File: src/rtl/wrcd_pkg.sv
// Shared types, widths and helpers of the windowed residual collision detector.
// Used by wrcd_window and windowed_residual_collision_detector; no dependencies.
package wrcd_pkg;

  localparam int JOINT_W     = 3;   // joint_index field
  localparam int RES_W       = 32;  // residual, signed Q15.16
  localparam int MAG_W       = 32;  // unsigned magnitude, holds 2^31
  localparam int TIME_W      = 32;  // step time and arming time register
  localparam int EPS_W       = 31;  // epsilon_margin
  localparam int JNUM_W      = 4;   // joint number 1..8, 0 for none
  localparam int IN_TDATA_W  = 72;  // 67 payload bits padded to bytes
  localparam int OUT_TDATA_W = 8;   // 5 payload bits padded to bytes
  localparam int CFG_IDX_W   = 1;
  localparam int CFG_DATA_W  = 32;

  localparam int DEF_MAX_JOINTS   = 8;
  localparam int DEF_WINDOW_DEPTH = 16;

  localparam logic [CFG_IDX_W-1:0] CFG_EPSILON_MARGIN = 1'd0;
  localparam logic [CFG_IDX_W-1:0] CFG_START_TIME     = 1'd1;

  // Command from the sequencer to the window unit.
  typedef struct packed {
    logic               start;     // push and scan one row
    logic [JOINT_W-1:0] joint;
    logic [MAG_W-1:0]   push_mag;  // magnitude of the previous sample
  } scan_cmd_t;

  // Result of one window scan.
  typedef struct packed {
    logic             done;
    logic [MAG_W-1:0] wmax;
    logic [MAG_W-1:0] wmin;
  } scan_sts_t;

  // Two's complement magnitude; the most negative value maps to 2^31.
  function automatic logic [MAG_W-1:0] magnitude_of(input logic [RES_W-1:0] raw);
    logic [MAG_W-1:0] mag;
    mag = raw[RES_W-1] ? (~raw) + 1'b1 : raw;
    return mag;
  endfunction

endpackage

File: src/rtl/wrcd_window.sv
// Per-joint window of past magnitudes held in one synchronous memory.
// Pushes one magnitude into a row, then scans the row for maximum and minimum.
// Depends on wrcd_pkg.
module wrcd_window import wrcd_pkg::*; #(
  parameter int MAX_JOINTS   = DEF_MAX_JOINTS,
  parameter int WINDOW_DEPTH = DEF_WINDOW_DEPTH
) (
  input  logic      clk,
  input  logic      rst_n,
  input  scan_cmd_t cmd_i,
  output scan_sts_t sts_o
);

  localparam int ROW_W     = (MAX_JOINTS > 1) ? $clog2(MAX_JOINTS) : 1;
  localparam int PTR_W     = $clog2(WINDOW_DEPTH);
  localparam int CNT_W     = $clog2(WINDOW_DEPTH + 1);
  localparam int ADDR_W    = ROW_W + PTR_W;
  localparam int MEM_DEPTH = MAX_JOINTS * (2 ** PTR_W);
  localparam logic [PTR_W-1:0] LAST_K = PTR_W'(WINDOW_DEPTH - 1);
  localparam logic [CNT_W-1:0] FULL   = CNT_W'(WINDOW_DEPTH);

  logic [MAG_W-1:0] win_mem [MEM_DEPTH];

  logic [PTR_W-1:0] ptr_r  [MAX_JOINTS];  // next slot to write, per row
  logic [CNT_W-1:0] fill_r [MAX_JOINTS];  // slots written so far, saturating
  logic [ROW_W-1:0] row_r;
  logic [CNT_W-1:0] fill_cur_r;
  logic [PTR_W-1:0] k_r;
  logic             issue_r;
  logic             rd_pend_r;
  logic             rd_last_r;
  logic             rd_inwin_r;
  logic [MAG_W-1:0] rd_data_r;
  logic [MAG_W-1:0] max_r;
  logic [MAG_W-1:0] min_r;
  logic             done_r;

  logic [ROW_W-1:0] row;
  logic [CNT_W-1:0] fill_nxt;
  logic [MAG_W-1:0] val;

  assign row      = ROW_W'(cmd_i.joint);
  assign fill_nxt = (fill_r[row] == FULL) ? FULL : fill_r[row] + 1'b1;
  // Slots never written read as zero.
  assign val      = rd_inwin_r ? rd_data_r : '0;

  // Window memory: one write port, one registered read port.
  always_ff @(posedge clk) begin
    if (cmd_i.start) begin
      win_mem[ADDR_W'({row, ptr_r[row]})] <= cmd_i.push_mag;
    end
    rd_data_r <= win_mem[ADDR_W'({row_r, k_r})];
  end

  always_ff @(posedge clk) begin
    if (!rst_n) begin
      for (int j = 0; j < MAX_JOINTS; j++) begin
        ptr_r[j]  <= '0;
        fill_r[j] <= '0;
      end
      issue_r   <= 1'b0;
      rd_pend_r <= 1'b0;
      done_r    <= 1'b0;
    end else begin
      if (cmd_i.start) begin
        ptr_r[row]  <= (ptr_r[row] == LAST_K) ? '0 : ptr_r[row] + 1'b1;
        fill_r[row] <= fill_nxt;
        issue_r     <= 1'b1;
      end else if (issue_r && k_r == LAST_K) begin
        issue_r <= 1'b0;
      end
      rd_pend_r <= issue_r;
      done_r    <= rd_pend_r && rd_last_r;
    end
  end

  // Scan address, read tags and the running extremes.
  always_ff @(posedge clk) begin
    if (cmd_i.start) begin
      row_r      <= row;
      fill_cur_r <= fill_nxt;
      k_r        <= '0;
      max_r      <= '0;
      min_r      <= '1;
    end else begin
      if (issue_r) begin
        k_r <= k_r + 1'b1;
      end
      if (rd_pend_r) begin
        if (val > max_r) max_r <= val;
        if (val < min_r) min_r <= val;
      end
    end
    rd_inwin_r <= CNT_W'(k_r) < fill_cur_r;
    rd_last_r  <= k_r == LAST_K;
  end

  assign sts_o.done = done_r;
  assign sts_o.wmax = max_r;
  assign sts_o.wmin = min_r;

endmodule

File: config.mk
export PLATFORM = sky130hd
export DESIGN_NAME = wrcd_window
export DESIGN_NICKNAME = d
export VERILOG_FILES = /design/src/rtl/wrcd_pkg.sv /design/src/rtl/wrcd_window.sv
export SDC_FILE = /design/constraint.sdc
export NUM_CORES = 2
export LEC_CHECK = 0
export BUFFER_PORTS_ARGS = -buffer_cell sky130_fd_sc_hd__clkbuf_2
export CAP_MARGIN = 25
export CORE_ASPECT_RATIO = 2
export CORE_MARGIN = 2
export CORE_UTILIZATION = 40
export CTS_CLUSTER_DIAMETER = 100
export DETAILED_ROUTE_END_ITERATION = 7
export PLACE_DENSITY = 0.65
export SETUP_SLACK_MARGIN = 0.1
export SYNTH_ARGS = -nofsm -noshare
export SYNTH_HDL_FRONTEND = slang
export SYNTH_MEMORY_MAX_BITS = 65536
export SYNTH_SLANG_ARGS = --single-unit
File: constraint.sdc
create_clock -name clk -period 5.4 [get_ports clk]
set_input_delay 0.27 -clock clk [delete_from_list [all_inputs] [get_ports clk]]
set_output_delay 0.27 -clock clk [all_outputs]
set_load 0.05 [all_outputs]
==> results by group <==
STA
  – Worst-Margin Slew: roughly 1.7 ns
  – Max frequency: 0.215 GHz
  – Unrepaired setup endpoints after global routing: false
  – Hold Vio Cnt, Final: 0
  – Worst setup margin: between 0.7 and 0.8 ns
  – Pins Over Slew Limit: 42
  – # setup viols final: 0
  – Setup_tns: 0 ns
  – Normalized max-slew margin: -0.119
  – Min cycle time layout: 4.65 ns
  – Clock skew: 0.0762 ns
  – Crit share post-route: 0.861

Min path
  – Hold path depth: 2
  – Worst hold path type: in -> reg
  – Hold path endpoint: win_mem[48][26]$_DFFE_PP_
  – HP Start: cmd_i[26]

Floorplanning
  – I/O pins: 103
  – Core box area: 415000 sq um
  – Die ar.: 422000 sq um
  – Num rows: approximately 340
  – Die X: roughly 460 um
  – Die Y: 917 um
  – Initial Utilization: 0.401

Clocking
  – CTS Sinks: between 4k and 5k
  – Clock slew at reported path FFs: 0.07 ns
  – Clock Latency Late Sink: 0.97 ns
  – Clock Tree Root: clkbuf_16
  – CTS tree: done
  – Number of CTS-inserted buffers: ~350
  – CTS max path bufs: 4
  – Number of H-tree levels: 5

Setup path
  – Setup Crit Path Kind: reg -> reg
  – Critical Path Sink Type: flop
  – RR Endpoint: rd_data_r[1]$_DFF_P_
  – Crit path required time: 6.20 ns
  – Crit path arrival time: 5.45 ns
  – Most used cell, CP: buf_4
  – Critical-path cell list: buf_4 -> buf_4 -> and2_1 -> buf_4 -> a22oi_1 -> a211oi_1 -> a31oi_1 -> a32oi_1 -> a22oi_1
  – Slack of the worst reg-to-reg path: between 0.7 and 0.8 ns
  – Worst r2r path cells: 9
  – CP peak stage delay: 0.89 ns
  – Slowest CP cell: dfxtp_4
  – Startpoint Class: flop
  – CP Launch Point: k_r[0]$_SDFFE_PP0P_
  – FF-to-FF Start: k_r[0]$_SDFFE_PP0P_
  – CP max FO: 21

Pwr
  – Clk pwr share: 0.375
  – Maximum vdd drop: ~0.32 mV
  – NetSw: approximately 16 mW
  – Switching share of power: 0.235
  – Flop pwr share: 0.536
  – PD cells: 362 nW/um^2
  – Pint: 52.6 mW
  – Comb pwr share: 0.088
  – Leak pwr: 58.6 nW

Synth
  – Post-Syn Area: around 170000 sq um
  – Avg Cell Area, Syn: slightly above 20 sq um
  – Number of enable flip-flop cells after synthesis: 4176
  – Seq cells post-synth: 4281
  – Yosys cell types: 92
  – Synth Instances: 8041
  – Synthesized net count: 8147
  – Asr flop ratio synth: 0
  – Top_reg_cell synth: edfxtp_1
  – Sequential fraction of the synthesis area: 0.765
  – Syn. warnings: 0

Routing
  – Post-route ant nets: 0
  – Via count: 88.1k
  – TritonRoute pass-1 iters: 8
  – Drt initial violations: 12.3k
  – Residual DRC: 0
  – Vias per std cell: 6.08
  – Total Wirelength: 535 mm
  – Drt wl/cell: 37.0 um

Final layout
  – Nets: 8698
  – Area grow syn2layout: 13.9%
  – Share of post-route cells with drive strength above 1: 0.248

Status
  – Failing checks: slew limit
  – Status: complete, but fails checks

Global routing
  – Grt ovf: 0
  – First-pass GRT wire length: 725 mm
  – Initial antenna violation count: between 50 and 60
  – Vias in the first global route: 86.9k
  – Tot GR Track Use: 0.250
  – Largest net degree at the start of global routing: 129

Placed design
  – GPL Wtd Cong: ~0.97
  – Port bufs: 102
  – DPL Wire Length: 344 mm
  – Pre-CTS setup slack: 0.955 ns

Run
  – Max_cap viols: 0
==> cell usage after synthesis, types with 61 or more instances <==
cell	number	area share
mux4_2	854	0.12
nor2_1	335	0.0075
nand2b_1	74	0.0028
buf_4	67	0.0030
a22oi_1	106	0.0048
nand3_1	67	0.0020
clkbuf_1	149	0.0034
a21oi_1	140	0.0042
nand2_1	222	0.0050
o22ai_1	61	0.0023
mux2i_1	617	0.037
edfxtp_1	4176	0.75
o221ai_1	70	0.0037
ha_1	68	0.0051
o21ai_0	107	0.0032
dfxtp_1	105	0.013
inv_1	83	0.0019
buf_2	147	0.0044
==> power by group through the flow <==
stage                     Sequential, mW  Combinational [mW]  Clock (mW)
after global placement              37.6                5.82           0
after CTS                           36.8                5.97        26.0
after floorplan                     37.6                2.98           0
after global routing                36.8                6.20        27.1
final                               36.9                6.06        25.8
after detailed placement            37.6                5.94           0
==> sequential cells by signal, summed over array words and instances (netlist names) <==
| register | flops |
|---|---|
| win_mem | 4096 |
| fill_r | 40 |
| max_r | 32 |
| min_r | 32 |
| ptr_r | 32 |
| rd_data_r | 32 |
| fill_cur_r | 5 |
| k_r | 4 |
| row_r | 3 |
| done_r | 1 |
| issue_r | 1 |
| rd_inwin_r | 1 |
| rd_last_r | 1 |
| rd_pend_r | 1 |
==> final cells by class <==
class                   instances  area (sq um)
fillers                     34197        226000
flip-flops and latches       4281        128000
multi-input cells            3219         37300
clock buffers                 436          9350
well taps                    5560          6960
repair buffers                657          6300
clock inverters               193          1860
inverters                      86           335
diodes                         52           130
==> critical path, delay by kind of cell (launching register included) <==
kind	cells	cell delay (ns)
AO/OA/AOI/OAI	5	1.82
buffers and inverters	3	1.16
flip-flops	1	0.89
AND/OR/NAND/NOR	1	0.54
==> layout by cell type (no fill, tap or decap), drive strengths merged, types with 29 or more instances in the layout <==
cell | synthesis | routed
mux4 | 854 | 854
o22ai | 61 | 61
diode | 0 | 52
nor2 | 337 | 337
ha | 68 | 68
buf | 306 | 554
o221ai | 71 | 71
a22oi | 106 | 106
dlygate4sd3 | 0 | 33
bufinv | 0 | 33
a31oi | 32 | 32
o21ai | 112 | 112
clkinv | 2 | 137
a211oi | 36 | 36
nand2 | 222 | 222
inv | 84 | 92
nand3 | 67 | 67
nor3 | 29 | 29
and2 | 48 | 48
nand2b | 74 | 74
edfxtp | 4176 | 4176
a21oi | 140 | 140
dfxtp | 105 | 105
mux2i | 618 | 618
clkbuf | 149 | 506
a221oi | 58 | 58
==> metrics by stage <==
step                      total power, mW  utilization  std cells  hold slack [ns]  cell area, sq um
final                                68.7        0.457      14484           0.0159            190000
after global placement               43.4        0.426      13708            0.479            177000
after detailed placement             43.5        0.428      13746            0.491            178000
after CTS                            68.8        0.456      14408          0.00338            189000
after global routing                 70.1        0.457      14456           0.0160            190000
after floorplan                      40.5            -       8041            0.369            167000
==> worst max-delay path by stage <==
| stage | to | depth (start not counted) | slack (ns) |
|---|---|---|---|
| after floorplan | win_mem[63][0]$_DFFE_PP_ | 8 | 0.27 |
| after global placement | rd_data_r[6]$_DFF_P_ | 7 | 0.19 |
| after detailed placement | rd_data_r[1]$_DFF_P_ | 9 | 0.95 |
| after CTS | rd_data_r[1]$_DFF_P_ | 9 | 0.93 |
| after global routing | rd_data_r[0]$_DFF_P_ | 8 | 0.95 |
| final | rd_data_r[1]$_DFF_P_ | 9 | 0.75 |
==> layer usage <==
| layer | up-vias | part of all wire | global-route usage |
|---|---|---|---|
| li1 | 34426 | - | - |
| met1 | 46556 | 0.31 | 0.276 |
| met2 | 5630 | 0.49 | 0.410 |
| met3 | 1419 | 0.087 | 0.0457 |
| met4 | 20 | 0.11 | 0.230 |
| met5 | - | 0.00024 | 0 |
==> logic make-up after synthesis <==
family / Yosys count / share of synthesized area
flip-flops: 4281 / 0.765
XOR/XNOR: 6 / 0.000315
multiplexers: 1500 / 0.154
AND/OR/NAND/NOR: 867 / 0.0239
buffers and inverters: 541 / 0.0181
adder cells (fa/ha/maj): 69 / 0.00517
AO/OA/AOI/OAI: 777 / 0.0328
==> what timing repair did <==
action / 4_1_cts / 5_1_grt
hold buffers: 33 / 0
setup endpoints to repair: 0 / 0
buffers inserted: 0 / 0
endpoints found under the hold margin: 874 / 0
resized for setup: 0 / 0
(Power assumes the default switching activity.)
